<file path="src/hw/rtl/iopsb_pkg.sv">
// Shared types and constants for the I/O port and serial bridge.
package iopsb_pkg;

  localparam int PORT_COUNT = 7;
  localparam int PORT_IDX_W = (PORT_COUNT > 1) ? $clog2(PORT_COUNT) : 1;
  localparam int QUEUE_DEPTH = 2;

  localparam logic [3:0] OFF_DIR    = 4'h8;
  localparam logic [3:0] OFF_CMD    = 4'h9;
  localparam logic [3:0] OFF_SDATA  = 4'ha;
  localparam logic [3:0] OFF_CMDRB  = 4'hb;
  localparam logic [3:0] OFF_SIN    = 4'hc;
  localparam logic [3:0] OFF_STATUS = 4'hd;

  localparam logic [7:0] CMD_ADDR_LO = 8'h00;
  localparam logic [7:0] CMD_ADDR_HI = 8'h01;
  localparam logic [7:0] CMD_SWRITE  = 8'h07;
  localparam logic [4:0] CMD_FIXED   = 5'b01110;

  localparam logic [7:0] STATUS_VALUE = 8'h08;
  localparam logic [7:0] UNUSED_READ  = 8'hff;

  localparam logic [1:0] EV_READ   = 2'd0;
  localparam logic [1:0] EV_DRIVE  = 2'd1;
  localparam logic [1:0] EV_SERIAL = 2'd2;

  typedef enum logic [1:0] {
    JOB_READ,
    JOB_DRIVE,
    JOB_SERIAL
  } job_kind_t;

  typedef struct packed {
    job_kind_t                        kind;
    logic [7:0]                       read_data;
    logic [15:0]                      serial_addr;
    logic [7:0]                       serial_data;
    logic [PORT_COUNT-1:0]            mask;
    logic [PORT_COUNT-1:0][7:0]       values;
  } job_t;

endpackage

</file>
<file path="src/hw/rtl/io_port_and_serial_bridge_core.sv">
// Top level of the I/O port and serial bridge: front, job queue and back.
// Result jobs pass through the job queue and the back output register. The front
// takes one item per cycle while the queue is not full; a direction write yields
// a result per re-driven port, and the two-entry job queue absorbs the difference.
// Reset clears port latches, direction, data, command and address registers,
// the job queue and the output valid.
module io_port_and_serial_bridge_core (
  input  logic        clk,
  input  logic        rst,
  input  logic        in_valid,
  output logic        in_ready,
  input  logic        kind,
  input  logic [3:0]  offset,
  input  logic [7:0]  write_data,
  input  logic [7:0]  pin_data,
  input  logic [7:0]  serial_rdata,
  output logic        out_valid,
  input  logic        out_ready,
  output logic [1:0]  event_res,
  output logic [7:0]  read_data,
  output logic [2:0]  port_index,
  output logic [7:0]  drive_value,
  output logic [15:0] serial_addr,
  output logic [7:0]  serial_data,
  output logic        last
);
  import iopsb_pkg::*;

  logic accept;
  logic push;
  logic full;
  logic empty;
  logic pop;
  job_t push_job;
  job_t head;

  assign in_ready = !full;
  assign accept   = in_valid && in_ready;

  iopsb_front u_front (
    .clk          (clk),
    .rst          (rst),
    .accept       (accept),
    .kind         (kind),
    .offset       (offset),
    .write_data   (write_data),
    .pin_data     (pin_data),
    .serial_rdata (serial_rdata),
    .push         (push),
    .push_job     (push_job)
  );

  iopsb_queue u_queue (
    .clk      (clk),
    .rst      (rst),
    .push     (push),
    .push_job (push_job),
    .full     (full),
    .pop      (pop),
    .empty    (empty),
    .head     (head)
  );

  iopsb_back u_back (
    .clk         (clk),
    .rst         (rst),
    .head_valid  (!empty),
    .head        (head),
    .pop         (pop),
    .out_valid   (out_valid),
    .out_ready   (out_ready),
    .event_res   (event_res),
    .read_data   (read_data),
    .port_index  (port_index),
    .drive_value (drive_value),
    .serial_addr (serial_addr),
    .serial_data (serial_data),
    .last        (last)
  );

endmodule

</file>
<file path="src/hw/rtl/iopsb_queue.sv">
// Short job queue between the front and back parts.
module iopsb_queue (
  input  logic           clk,
  input  logic           rst,
  input  logic           push,
  input  iopsb_pkg::job_t push_job,
  output logic           full,
  input  logic           pop,
  output logic           empty,
  output iopsb_pkg::job_t head
);
  import iopsb_pkg::*;

  localparam int PTR_W = (QUEUE_DEPTH > 1) ? $clog2(QUEUE_DEPTH) : 1;
  localparam int CNT_W = $clog2(QUEUE_DEPTH + 1);

  job_t             slots [QUEUE_DEPTH];
  logic [PTR_W-1:0] wr_ptr;
  logic [PTR_W-1:0] rd_ptr;
  logic [CNT_W-1:0] count;

  assign full  = (count == CNT_W'(QUEUE_DEPTH));
  assign empty = (count == '0);
  assign head  = slots[rd_ptr];

  always_ff @(posedge clk) begin
    if (push) begin
      slots[wr_ptr] <= push_job;
    end
  end

  always_ff @(posedge clk) begin
    if (rst) begin
      wr_ptr <= '0;
      rd_ptr <= '0;
      count  <= '0;
    end else begin
      if (push) begin
        wr_ptr <= (wr_ptr == PTR_W'(QUEUE_DEPTH - 1)) ? '0 : wr_ptr + 1'b1;
      end
      if (pop) begin
        rd_ptr <= (rd_ptr == PTR_W'(QUEUE_DEPTH - 1)) ? '0 : rd_ptr + 1'b1;
      end
      case ({push, pop})
        2'b10:   count <= count + 1'b1;
        2'b01:   count <= count - 1'b1;
        default: count <= count;
      endcase
    end
  end

  a_no_overflow: assert property (@(posedge clk) disable iff (rst) push |-> !full || pop)
    else $error("queue push while full");
  a_no_underflow: assert property (@(posedge clk) disable iff (rst) pop |-> !empty)
    else $error("queue pop while empty");
  a_count_range: assert property (@(posedge clk) disable iff (rst)
    count <= CNT_W'(QUEUE_DEPTH))
    else $error("queue count out of range");

endmodule

</file>
<file path="src/hw/rtl/iopsb_front.sv">
// Front part: takes bus items, keeps register state and queues result jobs.
module iopsb_front (
  input  logic            clk,
  input  logic            rst,
  input  logic            accept,
  input  logic            kind,
  input  logic [3:0]      offset,
  input  logic [7:0]      write_data,
  input  logic [7:0]      pin_data,
  input  logic [7:0]      serial_rdata,
  output logic            push,
  output iopsb_pkg::job_t push_job
);
  import iopsb_pkg::*;

  logic [7:0]            port_latch [PORT_COUNT];
  logic [7:0]            direction_bits;
  logic [7:0]            serial_data_reg;
  logic [7:0]            command_reg;
  logic [15:0]           serial_address;

  logic                  port_hit;
  logic [PORT_IDX_W-1:0] pidx;
  logic                  want;
  job_t                  job;

  assign port_hit = (offset < 4'(PORT_COUNT));
  assign pidx     = offset[PORT_IDX_W-1:0];

  always_comb begin
    job  = '0;
    want = 1'b0;
    for (int p = 0; p < PORT_COUNT; p++) begin
      job.values[p] = port_latch[p];
    end
    if (!kind) begin
      want     = 1'b1;
      job.kind = JOB_READ;
      if (port_hit) begin
        job.read_data = direction_bits[offset[2:0]] ? pin_data : port_latch[pidx];
      end else begin
        case (offset)
          OFF_DIR:    job.read_data = direction_bits;
          OFF_SDATA:  job.read_data = serial_data_reg;
          OFF_CMDRB:  job.read_data = command_reg;
          OFF_SIN: begin
            job.read_data   = serial_rdata;
            job.serial_addr = serial_address;
          end
          OFF_STATUS: job.read_data = STATUS_VALUE;
          default:    job.read_data = UNUSED_READ;
        endcase
      end
    end else if (port_hit) begin
      want              = 1'b1;
      job.kind          = JOB_DRIVE;
      job.mask[pidx]    = 1'b1;
      job.values[pidx]  = write_data;
    end else begin
      case (offset)
        OFF_DIR: begin
          job.kind = JOB_DRIVE;
          job.mask = direction_bits[PORT_COUNT-1:0] & ~write_data[PORT_COUNT-1:0];
          want     = |job.mask;
        end
        OFF_CMD: begin
          job.kind        = JOB_SERIAL;
          job.serial_data = serial_data_reg;
          if (write_data == CMD_SWRITE) begin
            want            = 1'b1;
            job.serial_addr = serial_address;
          end else if (write_data[7:3] == CMD_FIXED) begin
            want            = 1'b1;
            job.serial_addr = {13'd0, write_data[2:0]};
          end
        end
        default: want = 1'b0;
      endcase
    end
  end

  assign push     = accept && want;
  assign push_job = job;

  always_ff @(posedge clk) begin
    if (rst) begin
      for (int p = 0; p < PORT_COUNT; p++) begin
        port_latch[p] <= '0;
      end
      direction_bits  <= '0;
      serial_data_reg <= '0;
      command_reg     <= '0;
      serial_address  <= '0;
    end else if (accept && kind) begin
      if (port_hit) begin
        port_latch[pidx] <= write_data;
      end else begin
        case (offset)
          OFF_DIR:   direction_bits  <= write_data;
          OFF_SDATA: serial_data_reg <= write_data;
          OFF_CMD: begin
            command_reg <= write_data;
            if (write_data == CMD_ADDR_LO) begin
              serial_address[7:0] <= serial_data_reg;
            end else if (write_data == CMD_ADDR_HI) begin
              serial_address[15:8] <= serial_data_reg;
            end
          end
          default: ;
        endcase
      end
    end
  end

  a_read_queued: assert property (@(posedge clk) disable iff (rst)
    accept && !kind |-> push)
    else $error("read item produced no job");
  a_drive_mask: assert property (@(posedge clk) disable iff (rst)
    push && job.kind == JOB_DRIVE |-> job.mask != '0)
    else $error("drive job with no port");
  a_dir_update: assert property (@(posedge clk) disable iff (rst)
    accept && kind && offset == OFF_DIR |=> direction_bits == $past(write_data))
    else $error("direction register not updated");

endmodule

</file>
<file path="src/hw/rtl/iopsb_back.sv">
// Back part: expands queued jobs into result items through an output register.
module iopsb_back (
  input  logic            clk,
  input  logic            rst,
  input  logic            head_valid,
  input  iopsb_pkg::job_t head,
  output logic            pop,
  output logic            out_valid,
  input  logic            out_ready,
  output logic [1:0]      event_res,
  output logic [7:0]      read_data,
  output logic [2:0]      port_index,
  output logic [7:0]      drive_value,
  output logic [15:0]     serial_addr,
  output logic [7:0]      serial_data,
  output logic            last
);
  import iopsb_pkg::*;

  logic [PORT_COUNT-1:0] done;
  logic [PORT_COUNT-1:0] remaining;
  logic [PORT_COUNT-1:0] pick;
  logic [PORT_COUNT-1:0] rem_after;
  logic [PORT_IDX_W-1:0] pick_idx;
  logic                  load;
  logic                  final_drive;

  assign remaining = head.mask & ~done;

  always_comb begin
    pick     = '0;
    pick_idx = '0;
    for (int p = PORT_COUNT - 1; p >= 0; p--) begin
      if (remaining[p]) begin
        pick     = '0;
        pick[p]  = 1'b1;
        pick_idx = PORT_IDX_W'(p);
      end
    end
  end

  assign rem_after   = remaining & ~pick;
  assign final_drive = (rem_after == '0);
  assign load        = head_valid && (!out_valid || out_ready);
  assign pop         = load && (head.kind != JOB_DRIVE || final_drive);

  always_ff @(posedge clk) begin
    if (rst) begin
      out_valid <= 1'b0;
      done      <= '0;
    end else begin
      if (load) begin
        out_valid <= 1'b1;
      end else if (out_ready) begin
        out_valid <= 1'b0;
      end
      if (pop) begin
        done <= '0;
      end else if (load) begin
        done <= done | pick;
      end
    end
  end

  always_ff @(posedge clk) begin
    if (load) begin
      case (head.kind)
        JOB_READ: begin
          event_res   <= EV_READ;
          read_data   <= head.read_data;
          port_index  <= '0;
          drive_value <= '0;
          serial_addr <= head.serial_addr;
          serial_data <= '0;
          last        <= 1'b1;
        end
        JOB_DRIVE: begin
          event_res   <= EV_DRIVE;
          read_data   <= '0;
          port_index  <= 3'(pick_idx);
          drive_value <= head.values[pick_idx];
          serial_addr <= '0;
          serial_data <= '0;
          last        <= final_drive;
        end
        JOB_SERIAL: begin
          event_res   <= EV_SERIAL;
          read_data   <= '0;
          port_index  <= '0;
          drive_value <= '0;
          serial_addr <= head.serial_addr;
          serial_data <= head.serial_data;
          last        <= 1'b1;
        end
        default: begin
          event_res   <= EV_READ;
          read_data   <= '0;
          port_index  <= '0;
          drive_value <= '0;
          serial_addr <= '0;
          serial_data <= '0;
          last        <= 1'b1;
        end
      endcase
    end
  end

  a_drive_has_port: assert property (@(posedge clk) disable iff (rst)
    load && head.kind == JOB_DRIVE |-> remaining != '0)
    else $error("drive job exhausted before pop");
  a_done_subset: assert property (@(posedge clk) disable iff (rst)
    head_valid |-> (done & ~head.mask) == '0)
    else $error("emitted port outside job mask");
  a_idle_clear: assert property (@(posedge clk) disable iff (rst)
    !head_valid |-> done == '0)
    else $error("progress mask left over without a job");
  a_single_last: assert property (@(posedge clk) disable iff (rst)
    out_valid && event_res != EV_DRIVE |-> last)
    else $error("single-result item not marked last");

endmodule
</file>
<file path="config.mk">
export PLATFORM = sky130hd
export DESIGN_NAME = io_port_and_serial_bridge_core
export DESIGN_NICKNAME = d
export VERILOG_FILES = /design/src/hw/rtl/iopsb_pkg.sv /design/src/hw/rtl/io_port_and_serial_bridge_core.sv /design/src/hw/rtl/iopsb_queue.sv /design/src/hw/rtl/iopsb_front.sv /design/src/hw/rtl/iopsb_back.sv
export SDC_FILE = /design/constraint.sdc
export NUM_CORES = 1
export LEC_CHECK = 0
export ABC_AREA = 1
export BUFFER_PORTS_ARGS = -buffer_cell sky130_fd_sc_hd__buf_4
export CAP_MARGIN = 20
export CORE_MARGIN = 4
export CORE_UTILIZATION = 40
export DETAILED_ROUTE_END_ITERATION = 8
export HOLD_SLACK_MARGIN = 0.05
export PLACE_DENSITY = 0.6
export SLEW_MARGIN = 10
export SYNTH_ARGS = -nofsm -noshare
export SYNTH_HDL_FRONTEND = slang
export SYNTH_SLANG_ARGS = --single-unit
</file>
<file path="constraint.sdc">
create_clock -name clk -period 9 [get_ports clk]
set_input_delay 1.35 -clock clk [delete_from_list [all_inputs] [get_ports clk]]
set_output_delay 1.35 -clock clk [all_outputs]
set_load 0.005 [all_outputs]
</file>
Word-level counts from Yosys, hierarchy flattened
Memories as Yosys holds them, arrays and structs flattened. A register that Yosys moved wholly into a read port is not among the register bits.
Index checks and enable logic that the tools add are counted.

storage, ports and cells
  bits of input ports = 33
  memories = 2
  word-level logic and storage cells = 142
  bits in writable memories = 250
  output and inout port bits = 48
  register bits = 98

cells by class
  $lt $le $gt $ge = 4
  add/sub/neg operators = 4
  bitwise operators = 9
  reduce and logical (&&, ||, !) cells = 26
  multiplexer cells = 65
  equality and inequality tests = 15

memory list
  name                words  width  rd ports  clocked after Yosys merged registers in  write ports  line               RTL
  u_queue.slots       2      97     1         1                                        1            iopsb_queue.sv:17  job_t slots [QUEUE_DEPTH];
  u_front.port_latch  7      8      8         0                                        7            iopsb_front.sv:16  logic [7:0] port_latch [PORT_COUNT];

operator list
  operator                                              number
  2-to-1 mux 71 bit                                     1
  2-to-1 mux 16 bit                                     4
  2-to-1 mux 7 bit                                      9
  bitwise mux 56 bit                                    1
  2-to-1 mux 56 bit                                     1
  2-to-1 mux 24 bit                                     2
  2-to-1 mux 8 bit                                      6
  one-hot mux 8 bit (5 select lines)                    1
  2-to-1 mux 3 bit                                      9
  binary-select mux 8 bit (select 3 bit)                1
  demux 8 bit (select 3 bit)                            1
  equality test 4 bit (second input constant)           6
  bitwise AND 7 bit                                     3
  2-to-1 mux 1 bit                                      21
  inverter 7 bit                                        3
  one-hot mux 2 bit (2 select lines)                    3
  AND reduction 3 bit                                   3
  equality test 8 x 1 -> 1 bit (second input constant)  1
  equality test 8 x 3 -> 1 bit (second input constant)  1
  zero test 8 bit                                       1
  < comparator 3 x 4 -> 1 bit (second input constant)   2
  OR reduction 8 bit                                    1
  zero test 7 bit                                       1
  bitwise OR 7 bit                                      1
  other kinds (23)                                      40

Logic depth before layout (Yosys ltp)
  word-level depth = 16
  depth in mapped cells = 19
  mapped depth without buffers = 17

Cells and area by module
Synthesis repeated with hierarchy kept, for this count alone.

unflattened totals
  cells, all modules = 1665
  area total of the unflattened synthesis = 16841.2 µm²

by module, submodules not included
  module                          cells each  sequential area each (µm²)  instances  area each (µm²)
  iopsb_queue                     335         5925.7                      1          7342.0
  iopsb_front                     967         2642.5                      1          6441.2
  iopsb_back                      359         1541.5                      1          3040.4
  io_port_and_serial_bridge_core  4           0.0                         1          17.5

Worst setup path after synthesis
No wires, ideal clock.

  path kind = input port to flip-flop
  start point = input write_data[4]
  end point = memory u_queue.slots[0][0] (netlist bit) (enable)
  required time = 8.447 ns
  stages = 10
  path buffers = 1
  arrival time = 6.444 ns
  library setup time = 0.553 ns
  path slack = 2.003 ns
  path through = buf_2 inv_1 nand4_1 nor3_1 nand3_1 nand2_1 nand2_1 nand3_1 nand2_1 nor2_1

on the way
  word-level cells in the longest chain between the ends = 9
  elaborated cells on any way between the ends = 13
  classes of those cells = eq/ne (2); mux (7); bitwise (2); reduce/logical (2)

ends and longest elaborated chain
  what                                                                   line                                  RTL
  start: declaration                                                     io_port_and_serial_bridge_core.sv:14  input logic [7:0] write_data,
  equality test 5 x 4 -> 1 bit / inverter 7 bit (equally long branches)  iopsb_front.sv:72, iopsb_front.sv:63
  2-to-1 mux 1 bit / bitwise AND 7 bit (equally long branches)           iopsb_front.sv:72, iopsb_front.sv:63
  2-to-1 mux 1 bit / OR reduction 7 bit (equally long branches)          iopsb_front.sv:69, iopsb_front.sv:64
  one-hot mux 1 bit (2 select lines) *                                   iopsb_front.sv:60                     case (offset)
  2-to-1 mux 1 bit *                                                     iopsb_front.sv:54                     end else if (port_hit) begin
  2-to-1 mux 1 bit *                                                     iopsb_front.sv:36                     if (!kind) begin
  logical AND 1 bit *                                                    iopsb_front.sv:82                     assign push = accept && want;
  2-to-1 mux 1 bit *                                                     iopsb_queue.sv:27                     if (push) begin
  2-to-1 mux 1 bit (not written as such) *                               iopsb_queue.sv:28                     slots[wr_ptr] <= push_job;
  end: declaration                                                       iopsb_queue.sv:17

Every way passes the cells marked *; elsewhere a longest branch is shown, timed or not.

Worst setup path after layout
  start point = input write_data[5]
  end point = memory u_queue.slots[0][34] (netlist bit) (enable)

Same word-level chain as after synthesis.

==> metrics.cfg <==
[layout]
ff_latch_area_sq_um = 10110
final_common_cell = nand2_1
n_antenna_cell = 0
multi_input_area_sq_um = 4644
fill_cells = 3563
fin_nets = 1591
reg_top3 = u_queue.slots x194, u_front.port_latch x64
most-common-layout-cells = nand2_1, edfxtp_1, nor2_1, inv_1, o21ai_0
drive_above_1_share = 0.1268
largest_register_ffs = 194
largest-register = u_queue.slots
syn_to_final_growth_pct = 14.08

[sta]
setup_viol_count_final = 0
finClkSkew_ps = 10.03
holdWs_ps = 467.8
drv_slew = 0
rsz0062_at_grt = false
finalCritPeriodShare = 0.4921
fin_crit_ps = 4429
tns_ps = 0
tightest_slew_ps = 1078
fmax_mhz = 225.8
maxSlewHeadroom = 0.2784
hold_violations = 0
fin_ws_ps = 4571

[grt]
grt_pass1_vias = 10340
grt_overflow = 0
track_usage = 0.1981
grt_pass1_wl_mm = 63.80
antenna_found_initial = 0
grt_max_degree = 74

[synth]
synth_top_area_frac = 0.5710
syn_area_sq_um = 15570
yosysSeqAreaShare = 0.6494
synth-edff-count = 296
ys_top_cells_by_area = edfxtp_1, nand2_1, dfxtp_1
yosysWarningCount = 0
synth.distinct_cells = 50
synthArstFlopShare = 0
synth_flop_cell = edfxtp_1
synth_seq_cells = 357
syn_inst = 1490
yosys.area.top_type = edfxtp_1
synth_area_per_cell_sq_um = 10.45

[hold_path]
holdCritStartpoint = u_front.serial_address[15]
hold_class = flip-flop to flip-flop
whs_path_depth = 2
whs_endpoint = u_front.serial_address[15]

[floorplan]
core_sq_um = 38020
die_w_microns = 205.3
die_area_sq_um = 42140
ios = 81
rows = 71
die_y_microns = 205.3
start_util = 0.4094

[power]
swShare = 0.3041
power_density_nw_per_um2 = 264.3
clkPwrFrac = 0.319
power.share.combinational = 0.233
p_switching_w = 0.001427
p_int_w = 0.003266
total_leakage_power_nw = 6.778
ir_drop_mv = 0.1357
p_seq_frac = 0.449
total_power_w = 0.004693

[routing]
drtAntennaViolNets = 0
drt_iter0_drc = 1066
dr.pass1.iters = 5
post-route-drc-count = 0
wl_per_cell_microns = 20.02
via_count = 10880
drt_wl_total_mm = 41.96
routed_via_density = 5.191

[run]
cap_viol_max_count = 0

[clock_network]
insertion_delay_ps = 530
postCtsHoldBufs = 0
cts_tree = yes
cts_buffers = 38
path_clk_slew_ps = 60
cts_max_level = 2
cts_buffer_depth = 3
numClockSinks = 357
cts_resized = 0
clockRootBuffer = clkbuf_16
cts_setup_buffers = 0

[worst_setup_path]
regToRegSetupSlack_ps = 5130
path_class = input pin to flip-flop
cp-startpoint = write_data[5]
startpoint_type = input pin
cpMostUsedCell = nand2_1
path_max_fanout = 73
rr_endpoint = u_queue.count[1]
path_cells = buf_4 -> inv_1 -> nand4_1 -> nor3_1 -> nand3_1 -> nand2_1 -> nand2_1 -> nand3_1 -> nand2_1 -> nor2_4 -> buf_4
cp_top_family = simple AND/OR/NAND/NOR gates
crit_path_top_delay_cell = buf_4
crit_arrival_ps = 4580
required_ps = 9150
cp.depth = 11
rr_worst_depth = 18
cp_num_buf_inv = 3
end_kind = flip-flop
critical_path.max_stage_delay_ps = 860

[status]
status = completed

[place]
portBuffers = 80
place_congestion = 0.9059
dp_hpwl_mm = 29.26
place_ws_ps = 3984

## power groups by stage
stage / Clock [W] / Sequential, W / Combinational (W)
final: 0.00150 / 0.00211 / 0.00109
after global routing: 0.00160 / 0.00212 / 0.00122
after CTS: 0.00152 / 0.00211 / 0.00111
after detailed placement: 0 / 0.00214 / 0.00111
after global placement: 0 / 0.00214 / 0.00110
after floorplan: 0 / 0.00215 / 0.000707
## final cells by class
cell class,instances,share of cell area
Clock buffer,50,0.05840
Clock inverter,18,0.007891
Inverter,135,0.02860
Multi-Input combinational cell,935,0.2615
Sequential cell,357,0.5695
Tap cell,511,0.03600
Timing Repair Buffer,90,0.03811
## worst max path at each step
stage | slack (ps) | endpoint
final | 4570 | u_queue.slots[0][34]
after global routing | 4310 | u_queue.slots[0][4]
after CTS | 4540 | u_queue.slots[0][6]
after detailed placement | 3980 | u_queue.slots[0][7]
after global placement | 4090 | u_queue.slots[0][17]
after floorplan | 2000 | u_queue.slots[0][0]
## synthesized netlist by cell type, types with 8 or more instances
cell type / count
o21ai_0: 114
o22ai_1: 12
dfxtp_1: 61
buf_2: 14
mux2i_1: 48
a211oi_1: 16
a21oi_1: 52
nor2_1: 165
inv_1: 118
inv_2: 17
o31ai_1: 12
edfxtp_1: 296
o221ai_1: 8
nand3_1: 71
nand2_1: 356
clkbuf_1: 40
## worst register-to-register path, stage by stage, from the launching register on
cell and delay (ps):
dfxtp_4 330, buf_4 650, inv_2 480, nand2_2 220
nand3_4 350, nand2_1 250, inv_2 90, nand2_2 120
nand2_1 60, nand4_1 90, nand2_1 100, nand2_1 130
inv_1 130, ha_1 340, inv_1 90, nand2_1 50
nor2_1 110, o21ai_0 90, a21oi_1 130
## logic make-up after synthesis
family | after synthesis | synth area share
adders and majority gates | 1 | 0.0008036
muxes | 49 | 0.03175
AOI/OAI and AO/OA | 244 | 0.09315
buffers and inverters | 205 | 0.05513
DFF | 357 | 0.6494
and+or+nand+nor | 633 | 0.1695
other | 1 | 0.0002409
## layer usage
layer,global-route usage,up-vias,share of wire
met5,0,-,0
met1,0.3047,5204,0.48
met2,0.2892,385,0.43
li1,-,5235,-
met3,0.03972,57,0.072
met4,0.04737,0,0.020
## per-stage QoR
step | area [sq um] | utilization | instances
4_1_cts | 17740 | 0.4667 | 2094
6_report | 17760 | 0.4671 | 2096
3_5_place_dp | 16570 | 0.4357 | 2026
2_1_floorplan | 15590 | - | 1497
5_1_grt | 17760 | 0.4671 | 2096
3_3_place_gp | 16570 | 0.4357 | 2026
No activity file was read; power rests on OpenSTA's default activity.
